==> src/design/punctured_convolutional_encoder_core_macros.svh <==
// Assertion macros used by the punctured convolutional encoder core.
`ifndef PUNCTURED_CONVOLUTIONAL_ENCODER_CORE_MACROS_SVH
`define PUNCTURED_CONVOLUTIONAL_ENCODER_CORE_MACROS_SVH

`ifndef SYNTH
// Same-cycle implication, checked on every rising edge outside reset.
`define PCE_ASSERT_NOW(label, ante, cons) \
   label: assert property (@(posedge clock) disable iff (reset) (ante) |-> (cons)) \
      else $error("pce assertion failed");
// Next-cycle implication, checked on every rising edge outside reset.
`define PCE_ASSERT_NEXT(label, ante, cons) \
   label: assert property (@(posedge clock) disable iff (reset) (ante) |=> (cons)) \
      else $error("pce assertion failed");
`else
`define PCE_ASSERT_NOW(label, ante, cons)
`define PCE_ASSERT_NEXT(label, ante, cons)
`endif

`endif

==> src/design/pce_pkg.sv <==
// Types, constants and helper functions of the punctured convolutional encoder.
`timescale 1ns / 1ps
package pce_pkg;

   localparam int MaxInputs   = 4;
   localparam int MaxOutputs  = 4;
   localparam int MaxMemory   = 7;
   localparam int PunctureMax = 32;
   localparam int MemLenWidth = 3;

   typedef enum logic [2:0] {
      REG_INPUT_COUNT     = 3'd0,
      REG_OUTPUT_COUNT    = 3'd1,
      REG_MEMORY_LENGTHS  = 3'd2,
      REG_GENERATORS_LOW  = 3'd3,
      REG_GENERATORS_HIGH = 3'd4,
      REG_PUNCTURE_PATTERN = 3'd5,
      REG_PUNCTURE_LENGTH = 3'd6
   } csr_index_type;

   typedef struct packed {
      logic [3:0] message_group;
      logic       last_group;
   } req_type;

   typedef struct packed {
      logic [3:0] kept_bits;
      logic [2:0] kept_count;
      logic       end_of_block;
   } rsp_type;

   typedef struct packed {
      logic [2:0]  input_count;
      logic [2:0]  output_count;
      logic [11:0] memory_lengths;
      logic [63:0] generators_low;
      logic [63:0] generators_high;
      logic [31:0] puncture_pattern;
      logic [5:0]  puncture_length;
   } cfg_type;

   typedef logic [MaxInputs-1:0][MaxMemory-1:0] mem_type;

   // Result of encoding and puncturing one group, plus the state it leaves.
   typedef struct packed {
      logic [3:0] kept_bits;
      logic [2:0] kept_count;
      mem_type    mem_next;
      logic [4:0] pos_next;
   } enc_type;

   // Zero counts act as one; counts above the maximum saturate.
   function automatic logic [2:0] clamp_count(input logic [2:0] value,
                                              input logic [2:0] limit);
      logic [2:0] res;
      if (value == 3'd0) begin
         res = 3'd1;
      end else if (value > limit) begin
         res = limit;
      end else begin
         res = value;
      end
      return res;
   endfunction

   function automatic logic [2:0] row_mem_len(input cfg_type cfg, input logic [1:0] row);
      return cfg.memory_lengths[MemLenWidth*row +: MemLenWidth];
   endfunction

endpackage

==> src/design/pce_group_enc.sv <==
// Encodes one message group and punctures the coded bits of that group.
`timescale 1ns / 1ps
module pce_group_enc (
   input  pce_pkg::cfg_type cfg,
   input  pce_pkg::mem_type mem_bits,
   input  logic [4:0]       pos,
   input  logic [3:0]       msg,
   output pce_pkg::enc_type enc
);
   import pce_pkg::*;

   logic [2:0] k;
   logic [2:0] n;
   logic [5:0] len;

   always_comb begin
      k   = clamp_count(cfg.input_count, 3'(MaxInputs));
      n   = clamp_count(cfg.output_count, 3'(MaxOutputs));
      len = 6'd1;
      if (cfg.puncture_length == 6'd0) begin
         len = 6'd1;
      end else if (cfg.puncture_length > 6'(PunctureMax)) begin
         len = 6'(PunctureMax);
      end else begin
         len = cfg.puncture_length;
      end
   end

   // Row k-1 occupies the lowest segment of each column generator.
   logic [5:0]       off [MaxInputs];
   logic [2:0]       ml [MaxInputs];
   logic [MaxInputs-1:0] act;
   logic [MaxMemory:0]   data [MaxInputs];
   logic [5:0]       acc;
   logic [1:0]       sel;

   always_comb begin
      acc = 6'd0;
      sel = 2'd0;
      for (int r = MaxInputs - 1; r >= 0; r--) begin
         ml[r]  = row_mem_len(cfg, 2'(r));
         act[r] = (3'(r) < k);
         off[r] = acc;
         if (act[r]) begin
            acc = acc + 6'(ml[r]) + 6'd1;
         end
      end
      for (int r = 0; r < MaxInputs; r++) begin
         sel     = 2'(k - 3'(r) - 3'd1);
         data[r] = {mem_bits[r], act[r] & msg[sel]};
      end
   end

   logic [31:0] gen [MaxOutputs];
   logic [3:0]  coded;
   logic [5:0]  idx;

   assign gen[0] = cfg.generators_low[31:0];
   assign gen[1] = cfg.generators_low[63:32];
   assign gen[2] = cfg.generators_high[31:0];
   assign gen[3] = cfg.generators_high[63:32];

   // Parity of each column generator over the taps of all active rows.
   always_comb begin
      idx = 6'd0;
      for (int c = 0; c < MaxOutputs; c++) begin
         coded[c] = 1'b0;
         for (int r = 0; r < MaxInputs; r++) begin
            for (int d = 0; d <= MaxMemory; d++) begin
               idx = off[r] + 6'(d);
               if (act[r] && (3'(d) <= ml[r]) && (idx < 6'd32)) begin
                  coded[c] = coded[c] ^ (gen[c][idx[4:0]] & data[r][d]);
               end
            end
         end
      end
   end

   logic [4:0] p;
   logic [5:0] p_inc;
   logic [2:0] cnt;
   logic [3:0] bits;

   // Walk the cyclic keep mask once per coded bit, column 0 first.
   always_comb begin
      p     = pos;
      p_inc = 6'd0;
      cnt   = 3'd0;
      bits  = 4'd0;
      if ({1'b0, p} >= len) begin
         p = 5'd0;
      end
      for (int c = 0; c < MaxOutputs; c++) begin
         if (3'(c) < n) begin
            if (cfg.puncture_pattern[p]) begin
               bits[cnt[1:0]] = coded[c];
               cnt            = cnt + 3'd1;
            end
            p_inc = {1'b0, p} + 6'd1;
            if (p_inc >= len) begin
               p = 5'd0;
            end else begin
               p = p_inc[4:0];
            end
         end
      end
   end

   always_comb begin
      enc.kept_bits  = bits;
      enc.kept_count = cnt;
      enc.pos_next   = p;
      for (int r = 0; r < MaxInputs; r++) begin
         if (act[r]) begin
            enc.mem_next[r] = data[r][MaxMemory-1:0] &
                              MaxMemory'((8'd1 << ml[r]) - 8'd1);
         end else begin
            enc.mem_next[r] = mem_bits[r];
         end
      end
   end

endmodule

==> src/design/punctured_convolutional_encoder_core.sv <==
// Top level of the punctured convolutional encoder: registers, tail and output skid.
//
//   channel  direction  handshake             payload
//   req      in         req_valid/req_ready   req_payload (message_group, last_group)
//   rsp      out        rsp_valid/rsp_ready   rsp_payload (kept_bits, kept_count, eob)
//   csr      in         csr_valid/csr_ready   csr_index, csr_data
//
// While req_ready is high one group is encoded per cycle, in the cycle it is accepted.
// A last group is followed by one tail result per cycle while the skid entry is empty,
// as many as the longest active memory length; no request is accepted while the tail runs.
// A two-entry output (result register plus skid register) keeps req_ready
// independent of rsp_ready; req_ready drops while the skid entry is full or a tail runs.
// Reset is synchronous, restores the default configuration and clears memory and position.
`timescale 1ns / 1ps
module punctured_convolutional_encoder_core (
   input  logic             clock,
   input  logic             reset,
   input  logic             req_valid,
   output logic             req_ready,
   input  pce_pkg::req_type req_payload,
   output logic             rsp_valid,
   input  logic             rsp_ready,
   output pce_pkg::rsp_type rsp_payload,
   input  logic             csr_valid,
   output logic             csr_ready,
   input  logic [2:0]       csr_index,
   input  logic [63:0]      csr_data
);
   import pce_pkg::*;

`include "punctured_convolutional_encoder_core_macros.svh"

   cfg_type    cfg_ff, cfg_in;
   mem_type    mem_ff, mem_in;
   logic [4:0] pos_ff, pos_in;
   logic [2:0] tail_ff, tail_in;
   rsp_type    out_ff, out_in;
   logic       out_valid_ff, out_valid_in;
   rsp_type    skid_ff, skid_in;
   logic       skid_valid_ff, skid_valid_in;

   logic       req_fire;
   logic       tail_step;
   logic       produce;
   logic [3:0] enc_msg;
   enc_type    enc;
   rsp_type    new_rsp;
   logic [2:0] k;
   logic [2:0] tail_len;
   logic [2:0] ml;

   assign csr_ready = 1'b1;

   always_comb begin
      cfg_in = cfg_ff;
      if (csr_valid) begin
         unique case (csr_index_type'(csr_index))
            REG_INPUT_COUNT:      cfg_in.input_count      = csr_data[2:0];
            REG_OUTPUT_COUNT:     cfg_in.output_count     = csr_data[2:0];
            REG_MEMORY_LENGTHS:   cfg_in.memory_lengths   = csr_data[11:0];
            REG_GENERATORS_LOW:   cfg_in.generators_low   = csr_data;
            REG_GENERATORS_HIGH:  cfg_in.generators_high  = csr_data;
            REG_PUNCTURE_PATTERN: cfg_in.puncture_pattern = csr_data[31:0];
            REG_PUNCTURE_LENGTH:  cfg_in.puncture_length  = csr_data[5:0];
            default: ;
         endcase
      end
   end

   assign req_ready = !skid_valid_ff && (tail_ff == 3'd0);
   assign req_fire  = req_valid && req_ready;
   assign tail_step = (tail_ff != 3'd0) && !skid_valid_ff;
   assign produce   = req_fire || tail_step;
   assign enc_msg   = tail_step ? 4'd0 : req_payload.message_group;

   // Tail length is the longest memory among the active inputs.
   always_comb begin
      k        = clamp_count(cfg_ff.input_count, 3'(MaxInputs));
      tail_len = 3'd0;
      ml       = 3'd0;
      for (int r = 0; r < MaxInputs; r++) begin
         ml = row_mem_len(cfg_ff, 2'(r));
         if ((3'(r) < k) && (ml > tail_len)) begin
            tail_len = ml;
         end
      end
   end

   pce_group_enc u_group_enc (
      .cfg      (cfg_ff),
      .mem_bits (mem_ff),
      .pos      (pos_ff),
      .msg      (enc_msg),
      .enc      (enc)
   );

   always_comb begin
      new_rsp.kept_bits  = enc.kept_bits;
      new_rsp.kept_count = enc.kept_count;
      if (tail_step) begin
         new_rsp.end_of_block = (tail_ff == 3'd1);
      end else begin
         new_rsp.end_of_block = req_payload.last_group && (tail_len == 3'd0);
      end
   end

   // Encoder state: the block end clears memory and puncture position.
   always_comb begin
      mem_in  = mem_ff;
      pos_in  = pos_ff;
      tail_in = tail_ff;
      if (produce) begin
         if (new_rsp.end_of_block) begin
            mem_in = '0;
            pos_in = 5'd0;
         end else begin
            mem_in = enc.mem_next;
            pos_in = enc.pos_next;
         end
         if (tail_step) begin
            tail_in = tail_ff - 3'd1;
         end else if (req_payload.last_group) begin
            tail_in = tail_len;
         end
      end
   end

   // The skid entry catches a new result while the output register is stalled.
   always_comb begin
      out_in        = out_ff;
      out_valid_in  = out_valid_ff;
      skid_in       = skid_ff;
      skid_valid_in = skid_valid_ff;
      if (skid_valid_ff) begin
         if (rsp_ready) begin
            out_in        = skid_ff;
            skid_valid_in = 1'b0;
         end
      end else if (produce) begin
         if (!out_valid_ff || rsp_ready) begin
            out_in       = new_rsp;
            out_valid_in = 1'b1;
         end else begin
            skid_in       = new_rsp;
            skid_valid_in = 1'b1;
         end
      end else if (rsp_ready) begin
         out_valid_in = 1'b0;
      end
   end

   always_ff @(posedge clock) begin
      if (reset) begin
         cfg_ff.input_count      <= 3'd1;
         cfg_ff.output_count     <= 3'd2;
         cfg_ff.memory_lengths   <= 12'd6;
         cfg_ff.generators_low   <= 64'd0;
         cfg_ff.generators_high  <= 64'd0;
         cfg_ff.puncture_pattern <= 32'd1;
         cfg_ff.puncture_length  <= 6'd1;
         mem_ff                  <= '0;
         pos_ff                  <= 5'd0;
         tail_ff                 <= 3'd0;
         out_valid_ff            <= 1'b0;
         skid_valid_ff           <= 1'b0;
      end else begin
         cfg_ff        <= cfg_in;
         mem_ff        <= mem_in;
         pos_ff        <= pos_in;
         tail_ff       <= tail_in;
         out_valid_ff  <= out_valid_in;
         skid_valid_ff <= skid_valid_in;
      end
   end

   always_ff @(posedge clock) begin
      out_ff  <= out_in;
      skid_ff <= skid_in;
   end

   assign rsp_valid   = out_valid_ff;
   assign rsp_payload = out_ff;

   `PCE_ASSERT_NOW(a_skid_behind_out, skid_valid_ff, out_valid_ff)
   `PCE_ASSERT_NOW(a_kept_bits_clean, rsp_valid, (rsp_payload.kept_bits >> rsp_payload.kept_count) == 4'd0)
   `PCE_ASSERT_NEXT(a_tail_countdown, tail_step, tail_ff == $past(tail_ff) - 3'd1)
   `PCE_ASSERT_NOW(a_no_accept_in_tail, tail_ff != 3'd0, !req_fire)

endmodule

==> config.mk <==
export PLATFORM = sky130hd
export DESIGN_NAME = punctured_convolutional_encoder_core
export DESIGN_NICKNAME = d
export VERILOG_FILES = /design/src/design/pce_pkg.sv /design/src/design/pce_group_enc.sv /design/src/design/punctured_convolutional_encoder_core.sv
export VERILOG_INCLUDE_DIRS = /design/src /design/src/design
export SDC_FILE = /design/constraint.sdc
export NUM_CORES = 2
export LEC_CHECK = 0
export BUFFER_PORTS_ARGS = -buffer_cell sky130_fd_sc_hd__buf_2
export CORE_MARGIN = 2
export CORE_UTILIZATION = 50
export CTS_CLUSTER_DIAMETER = 40
export DETAILED_ROUTE_END_ITERATION = 8
export PLACE_DENSITY = 0.71
export REMOVE_ABC_BUFFERS = 1
export SYNTH_ARGS = -nofsm -noshare
export SYNTH_HDL_FRONTEND = slang
export SYNTH_SLANG_ARGS = --single-unit
==> constraint.sdc <==
create_clock -name clock -period 23.8 [get_ports clock]
set_input_delay 4.76 -clock clock [delete_from_list [all_inputs] [get_ports clock]]
set_output_delay 4.76 -clock clock [all_outputs]
set_load 0.05 [all_outputs]
## After elaboration in Yosys (flattened, before gate mapping)

Cells that the tools add are included.

- Magnitude comparators: 114
- Eq/ne operators: 9
- Shift-type cells: 4
- Add/sub/neg operators: 44
- Bitwise operators: 262
- Multiplexer cells: 404
- Reduce and logical (&&, ||, !) cells: 101

Operators with widths:

| kind | number |
|---|---|
| 1-bit binary-select mux with 5-bit select | 100 |
| 1-bit 2-to-1 mux | 247 |
| 5-bit by 6-bit less-than comparator with 1-bit output, second input constant | 28 |
| 6-bit less-than comparator, second input constant | 24 |
| 1-bit AND | 132 |
| 1-bit XOR | 124 |
| 6-bit by 3-bit adder with 6-bit output, second input constant | 12 |
| 1-bit logical AND | 67 |
| 5-bit 2-to-1 mux | 10 |
| 3-bit less-or-equal comparator, first input constant | 16 |
| 3-bit 2-to-1 mux | 16 |
| 6-bit by 2-bit adder with 6-bit output, second input constant | 6 |
| 8-bit 2-to-1 mux | 4 |
| 6-bit by 1-bit adder with 6-bit output, second input constant | 5 |
| 6-bit 2-to-1 mux | 5 |
| 7-bit AND | 4 |
| 28-bit 2-to-1 mux | 1 |
| 4-bit 2-to-1 mux | 7 |
| 7-bit 2-to-1 mux | 4 |
| 1-bit by 3-bit left shift with 7-bit output, first input constant | 4 |
| 7-bit by 1-bit subtractor with 7-bit output, second input constant | 4 |
| 5-bit by 1-bit adder with 6-bit output, second input constant | 4 |
| 6-bit >= comparator | 4 |
| 1-bit by 3-bit less-or-equal comparator with 1-bit output, first input constant | 8 |
| other kinds (33) | 102 |

- Output and inout port bits: 11
- Register bits after elaboration: 238

## Logic depth before layout (Yosys ltp)

- Word-level depth: 91
- Gate-level depth with buffers: 57

## Hierarchy

From an unflattened synthesis, not the netlist that was laid out.

- Cell total of the unflattened synthesis: 4174
- Area total of the unflattened synthesis: 32640.1 um^2

Modules (own cells, without submodules):

| module | cells each | area an instance (um^2) | times used |
|---|---|---|---|
| pce_group_enc | 3018 | 23134.7 | 1 |
| punctured_convolutional_encoder_core | 1156 | 9505.4 | 1 |

## Least setup slack after synthesis

No wires, ideal clock.

- Path kind: reg-to-reg
- From: register cfg_ff[1] (netlist name)
- To: register pos_ff[3]
- Arrival time: 10.761 ns
- Cell stages (with the launch flop): 56
- Clock period less this slack: 10.831 ns
- Slack: 12.969 ns
- Path through: dfxtp_1 > nor4_1 > nor2_1 > nor2_1 > ha_1 > nor2b_1 > o21a_1 > o21ai_1 > inv_1 > clkbuf_1 > ha_1 > nor2b_1 > a31o_2 > a31oi_1 > and2_1 > inv_1 > ha_1 > a2111oi_0 > [20 not listed] > ha_1 > a21o_1 > a2111oi_0 > nor2_1 > inv_2 > buf_2 > ha_1 > ha_1 > a21o_1 > a21o_1 > a21oi_1 > nor2b_1 > o21ai_0 > nand3b_1 > nand2b_1 > a21oi_1 > o21ai_0 > a21oi_1

- Cells in the longest elaborated chain, start to end: 22
- Elaborated cells on any way between the ends: 23
- Those cells by class: add/sub: 4; order compare: 6; mux: 12; reduce/logical: 1

Ends and longest elaborated chain:

| element | RTL line | source |
|---|---|---|
| start, declared | punctured_convolutional_encoder_core.sv:33 | `cfg_type cfg_ff, cfg_in;` |
| start signal, assigned | punctured_convolutional_encoder_core.sv:167 | `cfg_ff <= cfg_in;` |
| 6-bit > comparator | pce_group_enc.sv:22 | `end else if (cfg.puncture_length > 6'(PunctureMax)) begin` |
| 6-bit 2-to-1 mux | pce_group_enc.sv:22 |  |
| 6-bit 2-to-1 mux (*) | pce_group_enc.sv:20 | `if (cfg.puncture_length == 6'd0) begin` |
| 5-bit by 6-bit >= comparator with 1-bit output | pce_group_enc.sv:90 | `if ({1'b0, p} >= len) begin` |
| 5-bit 2-to-1 mux | pce_group_enc.sv:90 |  |
| 5-bit by 1-bit adder with 6-bit output | pce_group_enc.sv:99 | `p_inc = {1'b0, p} + 6'd1;` |
| 6-bit >= comparator | pce_group_enc.sv:100 | `if (p_inc >= len) begin` |
| 5-bit 2-to-1 mux | pce_group_enc.sv:100 |  |
| [6 not listed] | n/a |  |
| 6-bit >= comparator | pce_group_enc.sv:100 |  |
| 5-bit 2-to-1 mux | pce_group_enc.sv:100 |  |
| 5-bit 2-to-1 mux | pce_group_enc.sv:94 | `if (3'(c) < n) begin` |
| 5-bit by 1-bit adder with 6-bit output | pce_group_enc.sv:99 |  |
| 6-bit >= comparator | pce_group_enc.sv:100 |  |
| 5-bit 2-to-1 mux | pce_group_enc.sv:100 |  |
| 5-bit 2-to-1 mux (*) | pce_group_enc.sv:94 |  |
| 5-bit 2-to-1 mux (*) | punctured_convolutional_encoder_core.sv:113 | `if (new_rsp.end_of_block) begin` |
| end signal, assigned | punctured_convolutional_encoder_core.sv:169 | `pos_ff <= pos_in;` |
| end, declared | punctured_convolutional_encoder_core.sv:35 | `logic [4:0] pos_ff, pos_in;` |

Every way passes the cells marked *; elsewhere a longest branch is shown, timed or not.
A chain may end at the register's enable or synchronous reset.

## Worst setup path in the final report

- From: register cfg_ff[5] (netlist name)
- To: register pos_ff[0]

Same word-level chain as after synthesis.

==> results_dict.tcl <==
set metrics [dict create \
    routabilityCongestion 1.05 \
    seqCellArea_um2 4930 \
    required_ns 24.30 \
    max_slew.worst_pin.slew_ns 1.37 \
    io_pins 88 \
    synth-edff-count 16 \
    rsz0062_at_grt "no" \
    grt_max_degree 84 \
    critPathMaxStageDelay_ns 0.78 \
    pre_cts_slack_ns 11.02 \
    rr_startpoint "cfg_ff[5]" \
    ir_drop_mv 0.0770 \
    leakage_nw 13.1 \
    port_buffers 86 \
    hold_class "register to register" \
    cts-root-buf "clkbuf_16" \
    synth_area_um2 33500 \
    tns_ns 0 \
    drv_cap 0 \
    drt_iter0_markers 5157 \
    drive_above_1_share 0.188 \
    finalSetupViolCount 0 \
    rows 94 \
    layout.nets 3984 \
    drt-vias-per-instance 7.36 \
    final_cells 4709 \
    slew_headroom 0.0819 \
    chipHeight_um 263 \
    initial_core_util 0.507 \
    cp.arrival_ns 13.54 \
    fin_util 0.541 \
    chipWidth_um 263 \
    finalWirelength_um 144000 \
    ys_types 86 \
    min_path_cells 2 \
    critPathLaunchType "register" \
    syn_to_final_growth_pct 6.74 \
    period_share 0.548 \
    clk_pin_slew_worst_paths_ns 0.06 \
    timing.critical_path.mode_cell "ha_1" \
    ys_ff_latch 238 \
    multi_input_area_um2 26700 \
    drt_first_pass_iters 7 \
    finalCriticalPeriod_ns 13.04 \
    drc 0 \
    syn_inst 3988 \
    power.density_nw_per_um2 46.7 \
    dpl.cell_count 4631 \
    clock_sinks 238 \
    r2r_cells 51 \
    cts_max_level 2 \
    antenna_left 0 \
    crit_fanout 20 \
    antenna_found_initial 8 \
    dieArea_um2 69100 \
    grt_usage 0.405 \
    fin_total_pwr_mw 1.67 \
    synth_warnings 0 \
    dp_hpwl_um 97000 \
    finalHoldViolCount 0 \
    layout_common_cells "nand2_1 (822), mux2i_1 (447), mux4_2 (335), a21oi_1 (319), dfxtp_1 (220)" \
    fmax_mhz 76.7 \
    grt_overflow 0 \
    ctsHoldBuffers 0 \
    post_cts_resized 0 \
    cts_buffer_depth 3 \
    synthFlopType "dfxtp_1" \
    via_count 34700 \
    fin_area_um2 35800 \
    critPathKind "register to register" \
    grt_pass1_wl_um 212000 \
    endpoint_kind "register" \
    finalMaxSlewViolations 0 \
    numCtsBuffers 41 \
    cts_setup_buffers 0 \
    ys_seq_area_frac 0.147 \
    cpMaxStageDelayCell "a211oi_1" \
    synthArstFlopShare 0 \
    first_global_vias 32200 \
    worst_slack_ns 10.76 \
    wire_per_inst_um 30.6 \
    place_area_um2 34400 \
    cts_tree "built" \
    whs_ns 0.454 \
    worstHoldStart "cfg_ff[112]" \
    fillers 6137 \
    layout_commonest_cell "nand2_1" \
    core_um2 66100 \
    final.setup_skew_ns 0.0296 \
    crit_start "cfg_ff[5]" \
    status "finished, final reports clean" \
    worst_skew_pair.late_latency_ns 0.59 \
    syn_area_per_cell_um2 8.41 \
]
## registers in the layout, summed over array words and instances (netlist names)
name and cells:
skid_valid_ff 1, pos_ff 5, skid_ff 8, mem_ff 28, cfg_ff 184, rsp_payload 8
tail_ff 3, rsp_valid 1
## where the power goes
| group | internal, mW | leakage, nW | switching [mW] |
|---|---|---|---|
| Combinational | 0.222 | 10.4 | 0.389 |
| Sequential | 0.430 | 1.96 | 0.0376 |
| Clock | 0.359 | 0.674 | 0.235 |
## cells by family after synthesis
group | synth area share
buffers and inverters | 0.0615
adder cells (fa/ha/maj) | 0.0364
flip-flops | 0.147
other | 0.000112
multiplexers | 0.370
AO/OA/AOI/OAI | 0.151
XOR/XNOR | 0.0548
AND/OR/NAND/NOR | 0.179
## cell type report
| class | count | share of cell area |
|---|---|---|
| clock inverters | 26 | 0.00804 |
| inverters | 70 | 0.00759 |
| diodes | 2 | 0.000140 |
| clock buffers | 50 | 0.0307 |
| repair buffers | 217 | 0.0397 |
| multi-input cells | 3242 | 0.746 |
| well taps | 864 | 0.0302 |
| flip-flops and latches | 238 | 0.138 |
## per-layer routing
layer  track usage  up-vias  part of all wire
li1              -    14400                 -
met1         0.497    16300              0.35
met2         0.580     3018              0.40
met3         0.158      884              0.15
met4         0.284       14             0.092
met5       0.00624        -           0.00074
## synth_stat cells, drive strengths merged, types with 29 or more instances
library cell  number  area [um2]
nor3              38         190
mux2i            448        4500
buf              130         644
and2              32         200
inv               64         240
mux2              33         372
nor2             180         676
o21ai             82         410
a21oi            324        1630
ha                96        1200
nand2            823        3090
nor2b             37         231
a211oi            63         473
xnor2            115        1090
xor2              29         254
nand3             87         435
a31oi             65         407
mux4             335        7540
and3              75         469
clkbuf           308        1160
dfxtp            222        4440
## critical path, delay by kind of cell, from the launching register on
family / cells / cell delay [ns]
compound gates: 19 / 4.88
xor+xnor: 2 / 0.41
fa+ha+maj: 8 / 2.11
buf+inv: 8 / 1.68
flops: 1 / 0.40
mux: 1 / 0.23
simple gates: 13 / 3.23
## worst paths after layout
path	endpoint	slack, ns
max	pos_ff[0]	10.76
min	cfg_ff[112]	0.45
max reg2reg	pos_ff[0]	10.76
min reg2reg	cfg_ff[112]	0.45
No activity file was read; power rests on OpenSTA's default activity.
